[src/rtl/sbn_pkg.sv]
package sbn_pkg;

	localparam int STAMP_BITS = 16;

	localparam logic ACT_ARRIVE  = 1'b0;
	localparam logic ACT_RELEASE = 1'b1;

	typedef enum logic [5:0] {
		S_IDLE   = 6'b000001,
		S_FIND   = 6'b000010,
		S_SCAN   = 6'b000100,
		S_DRAIN  = 6'b001000,
		S_FIN    = 6'b010000,
		S_RESULT = 6'b100000
	} state_t;

	typedef struct packed {
		logic ld_in;
		logic dispatch_now;
		logic idx_clr;
		logic idx_inc;
		logic wr_entry;
		logic set_drop;
		logic rd_issue;
		logic finish_rel;
		logic out_load;
	} cmd_t;

	typedef struct packed {
		logic action;
		logic busy;
		logic slot_free;
		logic idx_last;
	} sts_t;

endpackage

[src/rtl/sbn_in_if.sv]
interface sbn_in_if #(
	parameter int ID_BITS   = 8,
	parameter int TIME_BITS = 16
);
	logic                 valid;
	logic                 ready;
	logic                 action;
	logic [ID_BITS-1:0]   proc_id;
	logic [TIME_BITS-1:0] event_time;
	logic [TIME_BITS-1:0] proc_time;

	modport source(output valid, action, proc_id, event_time, proc_time, input ready);
	modport sink(input valid, action, proc_id, event_time, proc_time, output ready);
endinterface

[src/rtl/sbn_out_if.sv]
interface sbn_out_if #(
	parameter int ID_BITS = 8
);
	logic               valid;
	logic               ready;
	logic               dispatch_valid;
	logic [ID_BITS-1:0] dispatch_id;
	logic               dropped;
	logic               cpu_busy_now;

	modport source(output valid, dispatch_valid, dispatch_id, dropped, cpu_busy_now,
		input ready);
	modport sink(input valid, dispatch_valid, dispatch_id, dropped, cpu_busy_now,
		output ready);
endinterface

[src/rtl/sbn_ctrl.sv]
module sbn_ctrl (
	input  logic          clk,
	input  logic          arst_n,
	input  logic          in_valid,
	output logic          in_ready,
	output logic          out_valid,
	input  logic          out_ready,
	input  sbn_pkg::sts_t sts,
	output sbn_pkg::cmd_t cmd
);
	import sbn_pkg::*;

	state_t state_q, state_d;
	logic   out_valid_q;
	logic   accept;

	assign in_ready  = (state_q == S_IDLE);
	assign accept    = in_valid && in_ready;
	assign out_valid = out_valid_q;

	always_comb begin
		cmd     = '0;
		state_d = state_q;
		case (state_q)
			S_IDLE: begin
				if (accept) begin
					cmd.ld_in   = 1'b1;
					cmd.idx_clr = 1'b1;
					if (sts.action == ACT_RELEASE) begin
						state_d = S_SCAN;
					end else if (!sts.busy) begin
						cmd.dispatch_now = 1'b1;
						state_d          = S_RESULT;
					end else begin
						state_d = S_FIND;
					end
				end
			end
			S_FIND: begin
				if (sts.slot_free) begin
					cmd.wr_entry = 1'b1;
					state_d      = S_RESULT;
				end else if (sts.idx_last) begin
					cmd.set_drop = 1'b1;
					state_d      = S_RESULT;
				end else begin
					cmd.idx_inc = 1'b1;
				end
			end
			S_SCAN: begin
				cmd.rd_issue = 1'b1;
				if (sts.idx_last) begin
					state_d = S_DRAIN;
				end else begin
					cmd.idx_inc = 1'b1;
				end
			end
			S_DRAIN: begin
				// last entry is compared this cycle
				state_d = S_FIN;
			end
			S_FIN: begin
				cmd.finish_rel = 1'b1;
				state_d        = S_RESULT;
			end
			S_RESULT: begin
				if (!out_valid_q || out_ready) begin
					cmd.out_load = 1'b1;
					state_d      = S_IDLE;
				end
			end
			default: begin
				state_d = S_IDLE;
			end
		endcase
	end

	always_ff @(posedge clk or negedge arst_n) begin
		if (!arst_n) begin
			state_q     <= S_IDLE;
			out_valid_q <= 1'b0;
		end else begin
			state_q <= state_d;
			if (cmd.out_load) begin
				out_valid_q <= 1'b1;
			end else if (out_ready) begin
				out_valid_q <= 1'b0;
			end
		end
	end

endmodule

[src/rtl/sbn_dp.sv]
module sbn_dp #(
	parameter int QUEUE_DEPTH = 16,
	parameter int ID_BITS     = 8,
	parameter int TIME_BITS   = 16
) (
	input  logic                 clk,
	input  logic                 arst_n,
	input  sbn_pkg::cmd_t        cmd,
	output sbn_pkg::sts_t        sts,
	input  logic                 action,
	input  logic [ID_BITS-1:0]   proc_id,
	input  logic [TIME_BITS-1:0] event_time,
	input  logic [TIME_BITS-1:0] proc_time,
	output logic                 dispatch_valid,
	output logic [ID_BITS-1:0]   dispatch_id,
	output logic                 dropped,
	output logic                 cpu_busy_now
);
	import sbn_pkg::*;

	localparam int IDX_W = $clog2(QUEUE_DEPTH);
	localparam int BW    = TIME_BITS + 1;
	localparam int EW    = ID_BITS + BW + STAMP_BITS;

	// request capture
	logic [ID_BITS-1:0]   id_q;
	logic signed [BW-1:0] burst_q;

	logic                   busy_q;
	logic [QUEUE_DEPTH-1:0] valid_q;
	logic [STAMP_BITS-1:0]  cnt_q;
	logic [IDX_W-1:0]       idx_q;

	// ready table: {id, burst, stamp}
	logic [EW-1:0] mem [QUEUE_DEPTH];

	// read stage
	logic [EW-1:0]    rd_s1;
	logic             rd_vld_s1;
	logic [IDX_W-1:0] rd_idx_s1;
	logic             cmp_s1;

	logic [ID_BITS-1:0]    rd_id;
	logic signed [BW-1:0]  rd_burst;
	logic [STAMP_BITS-1:0] rd_stamp;
	logic [STAMP_BITS-1:0] rd_age;
	logic                  better;

	// running best
	logic                  found_q;
	logic [IDX_W-1:0]      best_idx_q;
	logic signed [BW-1:0]  best_burst_q;
	logic [STAMP_BITS-1:0] best_age_q;
	logic [ID_BITS-1:0]    best_id_q;

	// result and output registers
	logic               res_dv_q;
	logic [ID_BITS-1:0] res_id_q;
	logic               res_drop_q;
	logic               out_dv_q;
	logic [ID_BITS-1:0] out_id_q;
	logic               out_drop_q;
	logic               out_busy_q;

	assign sts.action    = action;
	assign sts.busy      = busy_q;
	assign sts.slot_free = !valid_q[idx_q];
	assign sts.idx_last  = (idx_q == IDX_W'(QUEUE_DEPTH - 1));

	assign rd_id    = rd_s1[EW-1 -: ID_BITS];
	assign rd_burst = rd_s1[STAMP_BITS +: BW];
	assign rd_stamp = rd_s1[STAMP_BITS-1:0];
	assign rd_age   = cnt_q - rd_stamp;
	// smaller burst wins; ties go to the older entry
	assign better   = !found_q || (rd_burst < best_burst_q) ||
		((rd_burst == best_burst_q) && (rd_age > best_age_q));

	always_ff @(posedge clk) begin
		if (cmd.ld_in) begin
			id_q    <= proc_id;
			burst_q <= $signed({1'b0, event_time}) - $signed({1'b0, proc_time});
		end
		if (cmd.wr_entry) begin
			mem[idx_q] <= {id_q, burst_q, cnt_q};
		end
		if (cmd.rd_issue) begin
			rd_s1     <= mem[idx_q];
			rd_vld_s1 <= valid_q[idx_q];
			rd_idx_s1 <= idx_q;
		end
		if (cmp_s1 && rd_vld_s1 && better) begin
			best_idx_q   <= rd_idx_s1;
			best_burst_q <= rd_burst;
			best_age_q   <= rd_age;
			best_id_q    <= rd_id;
		end
		if (cmd.dispatch_now) begin
			res_dv_q   <= 1'b1;
			res_id_q   <= proc_id;
			res_drop_q <= 1'b0;
		end else if (cmd.wr_entry) begin
			res_dv_q   <= 1'b0;
			res_id_q   <= '0;
			res_drop_q <= 1'b0;
		end else if (cmd.set_drop) begin
			res_dv_q   <= 1'b0;
			res_id_q   <= '0;
			res_drop_q <= 1'b1;
		end else if (cmd.finish_rel) begin
			res_dv_q   <= found_q;
			res_id_q   <= found_q ? best_id_q : '0;
			res_drop_q <= 1'b0;
		end
		if (cmd.out_load) begin
			out_dv_q   <= res_dv_q;
			out_id_q   <= res_id_q;
			out_drop_q <= res_drop_q;
			out_busy_q <= busy_q;
		end
	end

	always_ff @(posedge clk or negedge arst_n) begin
		if (!arst_n) begin
			busy_q  <= 1'b0;
			valid_q <= '0;
			cnt_q   <= '0;
			idx_q   <= '0;
			cmp_s1  <= 1'b0;
			found_q <= 1'b0;
		end else begin
			cmp_s1 <= cmd.rd_issue;
			if (cmd.idx_clr) begin
				idx_q <= '0;
			end else if (cmd.idx_inc) begin
				idx_q <= idx_q + 1'b1;
			end
			if (cmd.ld_in) begin
				found_q <= 1'b0;
			end else if (cmp_s1 && rd_vld_s1) begin
				found_q <= 1'b1;
			end
			if (cmd.dispatch_now) begin
				busy_q <= 1'b1;
			end
			if (cmd.wr_entry) begin
				valid_q[idx_q] <= 1'b1;
				cnt_q          <= cnt_q + 1'b1;
			end
			if (cmd.finish_rel) begin
				busy_q <= found_q;
				if (found_q) begin
					valid_q[best_idx_q] <= 1'b0;
				end
			end
		end
	end

	assign dispatch_valid = out_dv_q;
	assign dispatch_id    = out_id_q;
	assign dropped        = out_drop_q;
	assign cpu_busy_now   = out_busy_q;

endmodule

[src/rtl/shortest_burst_next_scheduler.sv]
// Channel | Dir | Payload                                          | Handshake
// req     | in  | action, proc_id, event_time, proc_time           | valid/ready
// rsp     | out | dispatch_valid, dispatch_id, dropped, cpu_busy_now | valid/ready
//
// One request at a time; exactly one response per request.
// Arrival with CPU idle dispatches directly. Arrival with CPU busy runs the
// one-slot-a-cycle free-slot search and drops the request if no slot is free.
// Release runs the one-entry-a-cycle scan through the ready table's read port.
// Reset clears CPU state, table valid bits and the arrival counter at once.
// A response waiting in the output register does not block the next request;
// a stalled rsp side holds the following result until the register frees.
module shortest_burst_next_scheduler #(
	parameter int QUEUE_DEPTH = 16,
	parameter int ID_BITS     = 8,
	parameter int TIME_BITS   = 16
) (
	input logic      clk,
	input logic      arst_n,
	sbn_in_if.sink   req,
	sbn_out_if.source rsp
);
	import sbn_pkg::*;

	cmd_t cmd;
	sts_t sts;

	sbn_ctrl u_ctrl (
		.clk       (clk),
		.arst_n    (arst_n),
		.in_valid  (req.valid),
		.in_ready  (req.ready),
		.out_valid (rsp.valid),
		.out_ready (rsp.ready),
		.sts       (sts),
		.cmd       (cmd)
	);

	sbn_dp #(
		.QUEUE_DEPTH (QUEUE_DEPTH),
		.ID_BITS     (ID_BITS),
		.TIME_BITS   (TIME_BITS)
	) u_dp (
		.clk            (clk),
		.arst_n         (arst_n),
		.cmd            (cmd),
		.sts            (sts),
		.action         (req.action),
		.proc_id        (req.proc_id),
		.event_time     (req.event_time),
		.proc_time      (req.proc_time),
		.dispatch_valid (rsp.dispatch_valid),
		.dispatch_id    (rsp.dispatch_id),
		.dropped        (rsp.dropped),
		.cpu_busy_now   (rsp.cpu_busy_now)
	);

endmodule

[src/flat_wrapper.sv]
// flat-port wrapper written by rule: the top's interface ports become plain ports
module shortest_burst_next_scheduler_flat import sbn_pkg::*;
#(
	parameter int QUEUE_DEPTH = 16,
	parameter int ID_BITS     = 8,
	parameter int TIME_BITS   = 16
)
  (clk, arst_n, req_valid, req_action, req_proc_id, req_event_time, req_proc_time, req_ready, rsp_valid, rsp_dispatch_valid, rsp_dispatch_id, rsp_dropped, rsp_cpu_busy_now, rsp_ready);
  sbn_in_if #(.ID_BITS(ID_BITS), .TIME_BITS(TIME_BITS)) req_i ();
  sbn_out_if #(.ID_BITS(ID_BITS)) rsp_i ();
  input logic clk;
  input logic arst_n;
  input wire logic [$bits(req_i.valid)-1:0] req_valid;
  input wire logic [$bits(req_i.action)-1:0] req_action;
  input wire logic [$bits(req_i.proc_id)-1:0] req_proc_id;
  input wire logic [$bits(req_i.event_time)-1:0] req_event_time;
  input wire logic [$bits(req_i.proc_time)-1:0] req_proc_time;
  output wire logic [$bits(req_i.ready)-1:0] req_ready;
  output wire logic [$bits(rsp_i.valid)-1:0] rsp_valid;
  output wire logic [$bits(rsp_i.dispatch_valid)-1:0] rsp_dispatch_valid;
  output wire logic [$bits(rsp_i.dispatch_id)-1:0] rsp_dispatch_id;
  output wire logic [$bits(rsp_i.dropped)-1:0] rsp_dropped;
  output wire logic [$bits(rsp_i.cpu_busy_now)-1:0] rsp_cpu_busy_now;
  input wire logic [$bits(rsp_i.ready)-1:0] rsp_ready;
  assign req_i.valid = req_valid;
  assign req_i.action = req_action;
  assign req_i.proc_id = req_proc_id;
  assign req_i.event_time = req_event_time;
  assign req_i.proc_time = req_proc_time;
  assign req_ready = req_i.ready;
  assign rsp_valid = rsp_i.valid;
  assign rsp_dispatch_valid = rsp_i.dispatch_valid;
  assign rsp_dispatch_id = rsp_i.dispatch_id;
  assign rsp_dropped = rsp_i.dropped;
  assign rsp_cpu_busy_now = rsp_i.cpu_busy_now;
  assign rsp_i.ready = rsp_ready;
  shortest_burst_next_scheduler #(.QUEUE_DEPTH(QUEUE_DEPTH), .ID_BITS(ID_BITS), .TIME_BITS(TIME_BITS)) u_core (.clk(clk), .arst_n(arst_n), .req(req_i), .rsp(rsp_i));
endmodule
[config.mk]
export PLATFORM = sky130hd
export DESIGN_NAME = shortest_burst_next_scheduler_flat
export DESIGN_NICKNAME = d
export VERILOG_FILES = /design/src/rtl/sbn_pkg.sv /design/src/rtl/sbn_in_if.sv /design/src/rtl/sbn_out_if.sv /design/src/rtl/sbn_ctrl.sv /design/src/rtl/sbn_dp.sv /design/src/rtl/shortest_burst_next_scheduler.sv /design/src/flat_wrapper.sv
export SDC_FILE = /design/constraint.sdc
export NUM_CORES = 1
export LEC_CHECK = 0
export ABC_AREA = 0
export BUFFER_PORTS_ARGS = -buffer_cell sky130_fd_sc_hd__buf_2
export CORE_ASPECT_RATIO = 0.6
export CORE_MARGIN = 4
export CORE_UTILIZATION = 50
export DETAILED_ROUTE_END_ITERATION = 10
export GPL_TIMING_DRIVEN = 0
export PLACE_DENSITY = 0.7
export SYNTH_ARGS = -nofsm -noshare
export SYNTH_HDL_FRONTEND = slang
export SYNTH_SLANG_ARGS = --single-unit
[constraint.sdc]
create_clock -name clk -period 12.56 [get_ports clk]
set_input_delay 2.512 -clock clk [delete_from_list [all_inputs] [get_ports clk]]
set_output_delay 2.512 -clock clk [all_outputs]
set_load 0.02 [all_outputs]
* After elaboration in Yosys (flattened, before gate mapping)
Memories as Yosys holds them, arrays and structs flattened. A register that Yosys moved wholly into a read port is not among the register bits.
Index checks and enable logic that the tools add are counted.
** Word-level totals
- Register bits after elaboration :: 142
- Memory bits (writable) :: 656
- Output and inout bits :: 13
- Word-level logic and storage cells :: 121
- Memories kept :: 1
** Cells by class
- $add $sub $neg :: 4
- $lt $le $gt $ge :: 6
- Equal/unequal tests :: 12
- Mux-type cells :: 52
- Bitwise logic cells :: 3
- Reduce and logical (&&, ||, !) cells :: 20
** Memory list
- u_core.u_dp.mem :: words 16, width 41, read ports 1, clocked after memory_dff 1, wr ports 1, line sbn_dp.sv:35 : logic [EW-1:0] mem [QUEUE_DEPTH];
** Operator list (number)
- $mux W16 :: 3
- $mux W6 :: 7
- $mux W8 :: 5
- $pmux W6 S6 :: 1
- $mux W1 :: 27
- $eq A17 B17 Y1 :: 1
- $lt A17 B17 Y1 :: 1
- $sub A16 B16 Y17 :: 1
- $add A16 B1 Y16 const B :: 1
- $and A16 B16 Y16 :: 1
- $gt A16 B16 Y1 :: 1
- $not A16 Y16 :: 1
- $or A16 B16 Y16 :: 1
- $sub A16 B16 Y16 :: 1
- $lt A4 B5 Y1 const B :: 2
- $reduce_bool A2 Y1 :: 5
- $demux W1 S4 :: 2
- $ge A4 B1 Y1 const B :: 2
- $mux W4 :: 2
- $eq A6 B1 Y1 const B :: 1
- $eq A6 B2 Y1 const B :: 1
- $eq A6 B3 Y1 const B :: 1
- $eq A6 B4 Y1 const B :: 1
- $eq A6 B5 Y1 const B :: 1
- 17 further kinds :: 27

* Logic depth before layout (Yosys ltp)
Gate-level depths: netlist of run 1.
- Depth in word-level cells :: 9
- Gate-level depth with buffers :: 16
- Gate-level depth less buffers :: 16

* Hierarchy
From an unflattened synthesis of run 1, not the netlist that was laid out.
** Unflattened totals
- Cell total of the unflattened synthesis :: 1642
- Area, all modules :: 33570.9 µm²
** By module, submodules not included
- sbn_dp :: times used 1, cells each 1584, area each 33075.5 µm²
- sbn_ctrl :: times used 1, cells each 58, area each 495.5 µm²

* Worst setup path before layout of run 1
Ideal clock, no wire load.
- Kind :: reg-to-reg
- From :: register u_core.u_dp.idx_q[0]
- To :: memory u_core.u_dp.mem[15][0] in the netlist's numbering, enable pin
- Data arrival time :: 4.588 ns
- Setup slack :: 7.479 ns
- Stages on the path, launching flop included :: 5
- Buffers on the path :: 1
- Clock period less this slack :: 5.081 ns
- Cells stage by stage :: dfrtp_1 buf_2 mux4_2 mux4_2 nor3_1
** Between the ends
- Word-level cells in the longest chain between the ends :: 6
** Ends and longest elaborated chain
- from (decl) :: line sbn_dp.sv:32 : logic [IDX_W-1:0] idx_q;
- from (signal assigned) :: line sbn_dp.sv:135 : idx_q <= idx_q + 1'b1;
- $bmux W1 S4 :: line sbn_dp.sv:67 : assign sts.slot_free = !valid_q[idx_q];
- $mux W1 (implied by the code) :: line sbn_dp.sv:67
- $mux W1 :: line sbn_ctrl.sv:40 : if (sts.slot_free) begin
- $mux W2 :: line sbn_ctrl.sv:24 : case (state_q)
- $mux W1 :: line sbn_dp.sv:83 : if (cmd.wr_entry) begin
- $mux W1 (implied by the code) :: line sbn_dp.sv:84 : mem[idx_q] <= {id_q, burst_q, cnt_q};
- to (decl) :: line sbn_dp.sv:35
Several ways; a longest one is shown, not always the timed one. The select of a mux whose other input is x is not followed.

* Final worst setup path of run 1
- From :: register u_core.u_dp.cnt_q[0]
- To :: register u_core.u_dp.best_age_q[10], enable pin
** Between the ends
- Word-level cells in the longest chain between the ends :: 5
** Ends and longest elaborated chain
- from (decl) :: line sbn_dp.sv:31 : logic [STAMP_BITS-1:0] cnt_q;
- from (signal assigned) :: line sbn_dp.sv:147 : cnt_q <= cnt_q + 1'b1;
- $sub A16 B16 Y16 :: line sbn_dp.sv:73 : assign rd_age = cnt_q - rd_stamp;
- via u_core.u_dp.rd_age[14] :: line sbn_dp.sv:46 : logic [STAMP_BITS-1:0] rd_age;
- $gt A16 B16 Y1 :: line sbn_dp.sv:76 : ((rd_burst == best_burst_q) && (rd_age > best_age_q));
- $logic_and A1 B1 Y1 :: line sbn_dp.sv:76
- $logic_or A1 B1 Y1 :: line sbn_dp.sv:75 : assign better = !found_q || (rd_burst < best_burst_q) ||
- $logic_and A1 B1 Y1 :: line sbn_dp.sv:91 : if (cmp_s1 && rd_vld_s1 && better) begin
- to (signal assigned) :: line sbn_dp.sv:94 : best_age_q <= rd_age;
- to (decl) :: line sbn_dp.sv:53 : logic [STAMP_BITS-1:0] best_age_q;
The timed path passes the listed nets, and every way through them passes these cells.
A chain may end at the register's enable or synchronous reset.

==> results of run 1 <==
==> layout make-up <==
class                           instances  area, µm²  area share
Clock buffer                           98       2047     0.05484
Tap cell                              900       1126     0.03017
Clock inverter                         30      266.5    0.007140
Buffer                                 54      219.0    0.005866
Sequential cell                       839      24950      0.6683
Inverter                               78      294.0    0.007878
Multi-Input combinational cell        662       7983      0.2139
Timing Repair Buffer                   67      444.2     0.01190
==> cell families after synthesis <==
group	after synthesis	share of synthesized area
AO/OA/AOI/OAI	139	0.02713
XOR/XNOR	38	0.009966
buffers and inverters	132	0.01532
multiplexers	214	0.1429
adder cells (fa/ha/maj)	71	0.02705
flip-flops	839	0.7470
AND/OR/NAND/NOR	200	0.03072
==> worst paths after layout <==
path                                               from                    endpoint  slack [ns]  depth (start not counted)
worst max-delay path               u_core.u_dp.cnt_q[0]  u_core.u_dp.best_age_q[10]        6.96                         17
worst min-delay path            u_core.u_dp.res_id_q[4]  u_core.u_dp.dispatch_id[4]        0.42                          0
worst max register to register     u_core.u_dp.cnt_q[0]  u_core.u_dp.best_age_q[10]        6.96                         17
worst min register to register  u_core.u_dp.res_id_q[4]  u_core.u_dp.dispatch_id[4]        0.42                          0
max in group asynchronous                        arst_n          u_core.u_dp.cmp_s1        9.67                          1
min in group asynchronous                        arst_n     u_core.u_ctrl.out_valid        2.15                          1
==> routing by layer <==
layer  up-vias  share of wire
met4         2          0.017
met1      8780           0.45
met3        89           0.11
met2       903           0.42
li1       6968              -
met5         -        0.00017
==> power by group through the flow <==
stage / sequential [mW] / clock (mW) / combinational, mW
2_1_floorplan: 3.38 / 0 / 0.524
3_3_place_gp: 3.42 / 0 / 0.735
3_5_place_dp: 3.43 / 0 / 0.758
4_1_cts: 3.37 / 2.24 / 0.765
5_1_grt: 3.39 / 2.37 / 0.826
6_report: 3.37 / 2.22 / 0.762
==> through the flow <==
step / setup slack (ns) / std cells / total power, mW / instance area (µm²)
after floorplan: 7.479 / 1633 / 3.901 / 33400
after global placement: 2.798 / 2590 / 4.155 / 34810
after detailed placement: 7.076 / 2600 / 4.190 / 35010
after CTS: 7.044 / 2728 / 6.379 / 37320
after global routing: 6.782 / 2728 / 6.585 / 37320
final: 6.960 / 2728 / 6.352 / 37320
==> cells in the final DEF, fill, tap and decap left out, types with 8 or more instances in the layout <==
master       n
o21ai_1      8
edfxtp_1   791
clkbuf_16   78
a21oi_1     40
nand4_1     17
nor2_1      42
a21o_1      10
nor2b_1     13
a31oi_1      8
inv_1       76
buf_1       14
ha_1        69
nand3_1     11
and3_1      13
nand2_1     45
clkinv_1    11
dfrtp_1     45
mux4_2     210
clkbuf_1    47
o21a_1       9
buf_2       67
nor3_1      17
and2_4      15
a211oi_1     8
xor2_1       9
o21ai_0     16
xnor2_1     29
clkinv_2     8
==> registers in the layout (all words and copies together), names as in the netlist, 8 cells and up <==
| register | flops |
|---|---|
| u_core.u_dp.best_age_q | 16 |
| u_core.u_dp.best_burst_q | 17 |
| u_core.u_dp.best_id_q | 8 |
| u_core.u_dp.burst_q | 17 |
| u_core.u_dp.cnt_q | 16 |
| u_core.u_dp.dispatch_id | 8 |
| u_core.u_dp.id_q | 8 |
| u_core.u_dp.mem | 656 |
| u_core.u_dp.rd_s1 | 41 |
| u_core.u_dp.res_id_q | 8 |
| u_core.u_dp.valid_q | 16 |
==> results.sh, run 1 <==
export IMPL_status="finished clean"
export IMPL_rsz0062_at_grt="false"
export IMPL_ys_ff_latch=839
export IMPL_ctsResizeCount=0
export IMPL_worst_pin_slew_ns=1.188
export IMPL_drt_pass1_iterations=5
export IMPL_synth_cells=1633
export IMPL_timing_critical_path_cells="inv_1 > ha_1 > inv_1 > fa_1 > a211o_1 > a21oi_1 > o31ai_1 > a31o_2 > a21oi_1 > xnor2_1 > ha_1 > and3_1 > nand4_1 > o21bai_1 > a31oi_1 > o311a_2 > buf_12"
export IMPL_holdWs_ns=0.4192
export IMPL_grtUsageTotal=0.2136
export IMPL_synth_top_area_cell="edfxtp_1"
export IMPL_synth_area_top_cells="edfxtp_1, mux4_2, dfrtp_1"
export IMPL_max_clock_freq_mhz=178.6
export IMPL_post_cts_buffers=0
export IMPL_crit_path_end_kind="register"
export IMPL_seq_power_share=0.531
export IMPL_power_switching_mw=1.546
export IMPL_vias=16740
export IMPL_cap_violations=0
export IMPL_tns_ns=0
export IMPL_synthFlopType="edfxtp_1"
export IMPL_power_switching_share=0.2433
export IMPL_rows=73
export IMPL_synth_area_mm2=0.03340
export IMPL_diodes=0
export IMPL_clock_sinks=839
export IMPL_grt_overflow_total=0
export IMPL_io_pins=58
export IMPL_crit_slowest_cell="dfrtp_1"
export IMPL_io_buffer_count=57
export IMPL_grt_start_max_net_pins=47
export IMPL_drt_iter0_markers=1897
export IMPL_drc=0
export IMPL_cts_buffers_inserted=72
export IMPL_path_delay_family="compound AO/OA/AOI/OAI gates"
export IMPL_ys_types=64
export IMPL_dieHeight_um=208.2
export IMPL_power_density_mw_per_mm2=170.2
export IMPL_antenna_found_initial=2
export IMPL_finalHoldViolations=0
export IMPL_ctsHoldBuffers=0
export IMPL_yosysWarnings=0
export IMPL_cts_tree="yes"
export IMPL_yosysTopAreaCellShare=0.7113
export IMPL_routedWlPerCell_um=27.30
export IMPL_place_congestion=0.8033
export IMPL_cp_num_buf_inv=3
export IMPL_grt_use_met3=0.05978
export IMPL_die_w_um=341.6
export IMPL_start_util=0.5043
export IMPL_ant_nets=0
export IMPL_place_hpwl_mm=43.10
export IMPL_synthArstFlopShare=0.05483
export IMPL_startpoint_type="register"
export IMPL_synth_edf_count=791
export IMPL_clkLatencyLatePin_ns=0.61
export IMPL_fin_skew_ns=0.03155
export IMPL_nets=1890
export IMPL_cp_max_fo=33
export IMPL_fin_util=0.5636
export IMPL_max_stage_delay_ns=0.66
export IMPL_worstSetupPathType="register to register"
export IMPL_pwr_share_comb=0.120
export IMPL_clockBufferDepth=3
export IMPL_seq_area_frac_synth=0.7470
export IMPL_p_int_mw=4.806
export IMPL_synth_most_common_cell="edfxtp_1"
export IMPL_cp_data_required_time_ns=12.85
export IMPL_period_share=0.4458
export IMPL_synth_net_count=1749
export IMPL_met1_usage=0.3456
export IMPL_maxSlewViolCount=0
export IMPL_post_synth_cell_area_avg_um2=20.45
export IMPL_top_usage_layer="met1"
export IMPL_worstPathArrival_ns=5.89
export IMPL_min_path_type="register to register"
export IMPL_setup_violations=0
export IMPL_synthTopCellsByCount="edfxtp_1, mux4_2, inv_1"
export IMPL_die_area_mm2=0.07113
export IMPL_drive_gt1_frac=0.2237
export IMPL_slew_headroom=0.2079
export IMPL_use_met2=0.2906
export IMPL_drt_total_wl_mm=74.47
export IMPL_grt_pass1_wl_mm=111.2
export IMPL_via_per_inst=6.137
export IMPL_clkTransAtPathRegs_ns=0.07
export IMPL_area_growth_pct=11.76
export IMPL_clock_power_share=0.349
export IMPL_ir_drop_mv=0.09583
export IMPL_leakage_nw=12.71
export IMPL_min_period_ns=5.600
export IMPL_clockRootBuffer="clkbuf_16"
export IMPL_grt_pass1_vias=16700
export IMPL_cts_htree_levels=3
export IMPL_core_mm2=0.06622
export IMPL_fillerInstances=4844
Power figures use the tool's default switching activity.
==> run 2, diff against run 1 <==
--- a/config.mk
+++ b/config.mk
@@ -12,7 +12,7 @@
 export CORE_UTILIZATION = 50
 export DETAILED_ROUTE_END_ITERATION = 10
 export GPL_TIMING_DRIVEN = 0
-export PLACE_DENSITY = 0.7
+export PLACE_DENSITY = 0.72
 export SYNTH_ARGS = -nofsm -noshare
 export SYNTH_HDL_FRONTEND = slang
 export SYNTH_SLANG_ARGS = --single-unit
==> constraint.sdc (replaced) <==
create_clock -name clk -period 4.6 [get_ports clk]
set_input_delay 0.92 -clock clk [delete_from_list [all_inputs] [get_ports clk]]
set_output_delay 0.92 -clock clk [all_outputs]
set_load 0.02 [all_outputs]
==> run 2 against run 1 <==
Compared with the run above:
- final area rose by 1.2%
- die area did not move
- count of clock-buffer cells in the layout fell by 1
- hold slack got worse by 0.00077 ns
- total power rose to 2.8 times the previous value
- clock skew fell by 0.0085 ns
- critical path depth rose by 1
- via count rose by 1.7%
- global-route usage rose by 0.77 points
- register-to-register slack got worse by 6.9 ns
- critical endpoint is now u_core.u_dp.best_burst_q[3]
- largest power group unchanged
==> results.sh, run 2 (synthesized netlist as in run 1, its figures left out) <==
export IMPL_status="finished clean"
export IMPL_drt_pass1_iterations=8
export IMPL_core_mm2=0.06622
export IMPL_cts_htree_levels=3
export IMPL_worstPathArrival_ns=4.89
export IMPL_grtUsageTotal=0.2213
export IMPL_crit_slowest_cell="dfrtp_4"
export IMPL_finalHoldViolations=0
export IMPL_seq_power_share=0.523
export IMPL_cts_tree="yes"
export IMPL_vias=17020
export IMPL_ir_drop_mv=0.4629
export IMPL_place_hpwl_mm=43.30
export IMPL_final_common_cell="edfxtp_1"
export IMPL_cp_data_required_time_ns=4.97
export IMPL_pwr_share_comb=0.124
export IMPL_die_area_mm2=0.07113
export IMPL_drt_iter0_markers=2156
export IMPL_regMostFlops="u_core.u_dp.mem"
export IMPL_setup_violations=0
export IMPL_min_period_ns=4.516
export IMPL_min_from="u_core.u_dp.res_id_q[2]"
export IMPL_ant_nets=0
export IMPL_drt_met1_wl_mm=33.78
export IMPL_maxSlewViolCount=0
export IMPL_clkLatencyLatePin_ns=0.62
export IMPL_top_regs="u_core.u_dp.mem x656, u_core.u_dp.rd_s1 x41"
export IMPL_path_delay_family="compound AO/OA/AOI/OAI gates"
export IMPL_crit_path_end_kind="register"
export IMPL_clock_sinks=839
export IMPL_dr_max_layer_used="met4"
export IMPL_drc=0
export IMPL_wl_met3_mm=7.982
export IMPL_cts_buffers_inserted=72
export IMPL_rows=73
export IMPL_power_switching_share=0.2439
export IMPL_slew_headroom=0.1427
export IMPL_grt_start_max_net_pins=47
export IMPL_leakage_nw=12.87
export IMPL_drt_total_wl_mm=77.76
export IMPL_tns_ns=0
export IMPL_cp_max_fo=5
export IMPL_critPathLaunch="u_core.u_dp.cnt_q[0]"
export IMPL_clockRootBuffer="clkbuf_16"
export IMPL_start_util=0.5043
export IMPL_worst_pin_slew_ns=1.286
export IMPL_p_int_mw=13.32
export IMPL_max_clock_freq_mhz=221.4
export IMPL_grt_pass1_vias=16970
export IMPL_clkTransAtPathRegs_ns=0.07
export IMPL_timing_critical_path_cells="inv_1 > ha_2 > inv_1 > fa_2 > a211o_1 > a21oi_4 > o31ai_2 > a31o_2 > a21oi_2 > xnor2_2 > ha_1 > and3_4 > nand4_1 > o311ai_2 > a31oi_4 > buf_12 > o311a_2 > buf_4"
export IMPL_dieHeight_um=208.2
export IMPL_grt_pass1_wl_mm=114.4
export IMPL_max_stage_delay_ns=0.48
export IMPL_clockBufferDepth=3
export IMPL_startpoint_type="register"
export IMPL_power_mw=17.61
export IMPL_largest_reg_flops=656
export IMPL_area_growth_pct=13.12
export IMPL_power_density_mw_per_mm2=466.3
export IMPL_holdWs_ns=0.4184
export IMPL_routedWlPerCell_um=28.33
export IMPL_dr_wl_met2_mm=34.91
export IMPL_via_per_inst=6.200
export IMPL_layout_common_cells="edfxtp_1, mux4_2, inv_1, clkbuf_16, ha_1"
export IMPL_drive_gt1_frac=0.2428
export IMPL_worstSetupPathType="register to register"
export IMPL_nets=1906
export IMPL_fillerInstances=4797
export IMPL_die_w_um=341.6
export IMPL_cp_common_cell="inv_1"
export IMPL_cap_violations=0
export IMPL_ctsHoldBuffers=0
export IMPL_diodes=0
export IMPL_min_path_type="register to register"
export IMPL_grt_overflow_total=0
export IMPL_place_congestion=0.7927
export IMPL_cp_num_buf_inv=4
export IMPL_fin_skew_ns=0.02309
export IMPL_io_buffer_count=57
export IMPL_power_switching_mw=4.297
export IMPL_reg2reg_from="u_core.u_dp.cnt_q[0]"
export IMPL_io_pins=58
export IMPL_clock_power_share=0.353
export IMPL_antenna_found_initial=0
export IMPL_period_share=0.9817
[run 2: layer usage]
| layer | vias to the layer above | global-route usage |
|---|---|---|
| met3 | 87 | 0.04892 |
| met5 | - | 0 |
| met2 | 916 | 0.3274 |
| met4 | 0 | 0.03981 |
| met1 | 8992 | 0.3460 |
| li1 | 7024 | - |
[run 2: final timing paths]
| kind | to | slack [ns] | depth (start not counted) |
|---|---|---|---|
| worst max register to register | u_core.u_dp.best_burst_q[3] | 0.08 | 18 |
| worst max-delay path | u_core.u_dp.best_burst_q[3] | 0.08 | 18 |
| worst min register to register | u_core.u_dp.dispatch_id[2] | 0.42 | 0 |
| worst min-delay path | u_core.u_dp.dispatch_id[2] | 0.42 | 0 |
| min in group asynchronous | u_core.u_ctrl.out_valid | 0.53 | 1 |
| max in group asynchronous | u_core.u_dp.cnt_q[1] | 3.20 | 1 |
[run 2: power groups by stage]
stage	Combinational (mW)	Sequential (mW)	Clock, mW
after floorplan	1.43	9.22	0
after detailed placement	2.07	9.38	0
after CTS	2.19	9.20	6.27
final	2.19	9.21	6.21
after global routing	2.36	9.25	6.62
after global placement	1.99	9.34	0
[run 2: cell type report]
| cell class | count | area, µm² | share of cell area |
|---|---|---|---|
| flip-flops and latches | 839 | 24960 | 0.6608 |
| multi-input cells | 667 | 8162 | 0.2161 |
| clock buffers | 97 | 1991 | 0.05270 |
| well taps | 900 | 1126 | 0.02981 |
| repair buffers | 78 | 643.1 | 0.01702 |
| clock inverters | 32 | 380.4 | 0.01007 |
| inverters | 78 | 294.0 | 0.007784 |
| plain buffers | 54 | 219.0 | 0.005796 |
[run 2: stage by stage]
stage	utilization	setup slack [ns]	instances	instance area (µm²)
detailed placement	0.5305	-1.516	2601	35130
finish	0.5705	0.08427	2745	37780
floorplan	-	0.2812	1633	33400
global route	0.5705	-0.01661	2745	37780
global placement	0.5257	-2.193	2590	34810
CTS	0.5696	0.01085	2744	37720
[run 2: what timing repair did]
item / in CTS / in global routing
gates resized for setup: 17 / 15
pin swaps: 10 / 7
gates cloned: 5 / 0
buffers inserted: 9 / 1
setup endpoints to repair: 45 / 45
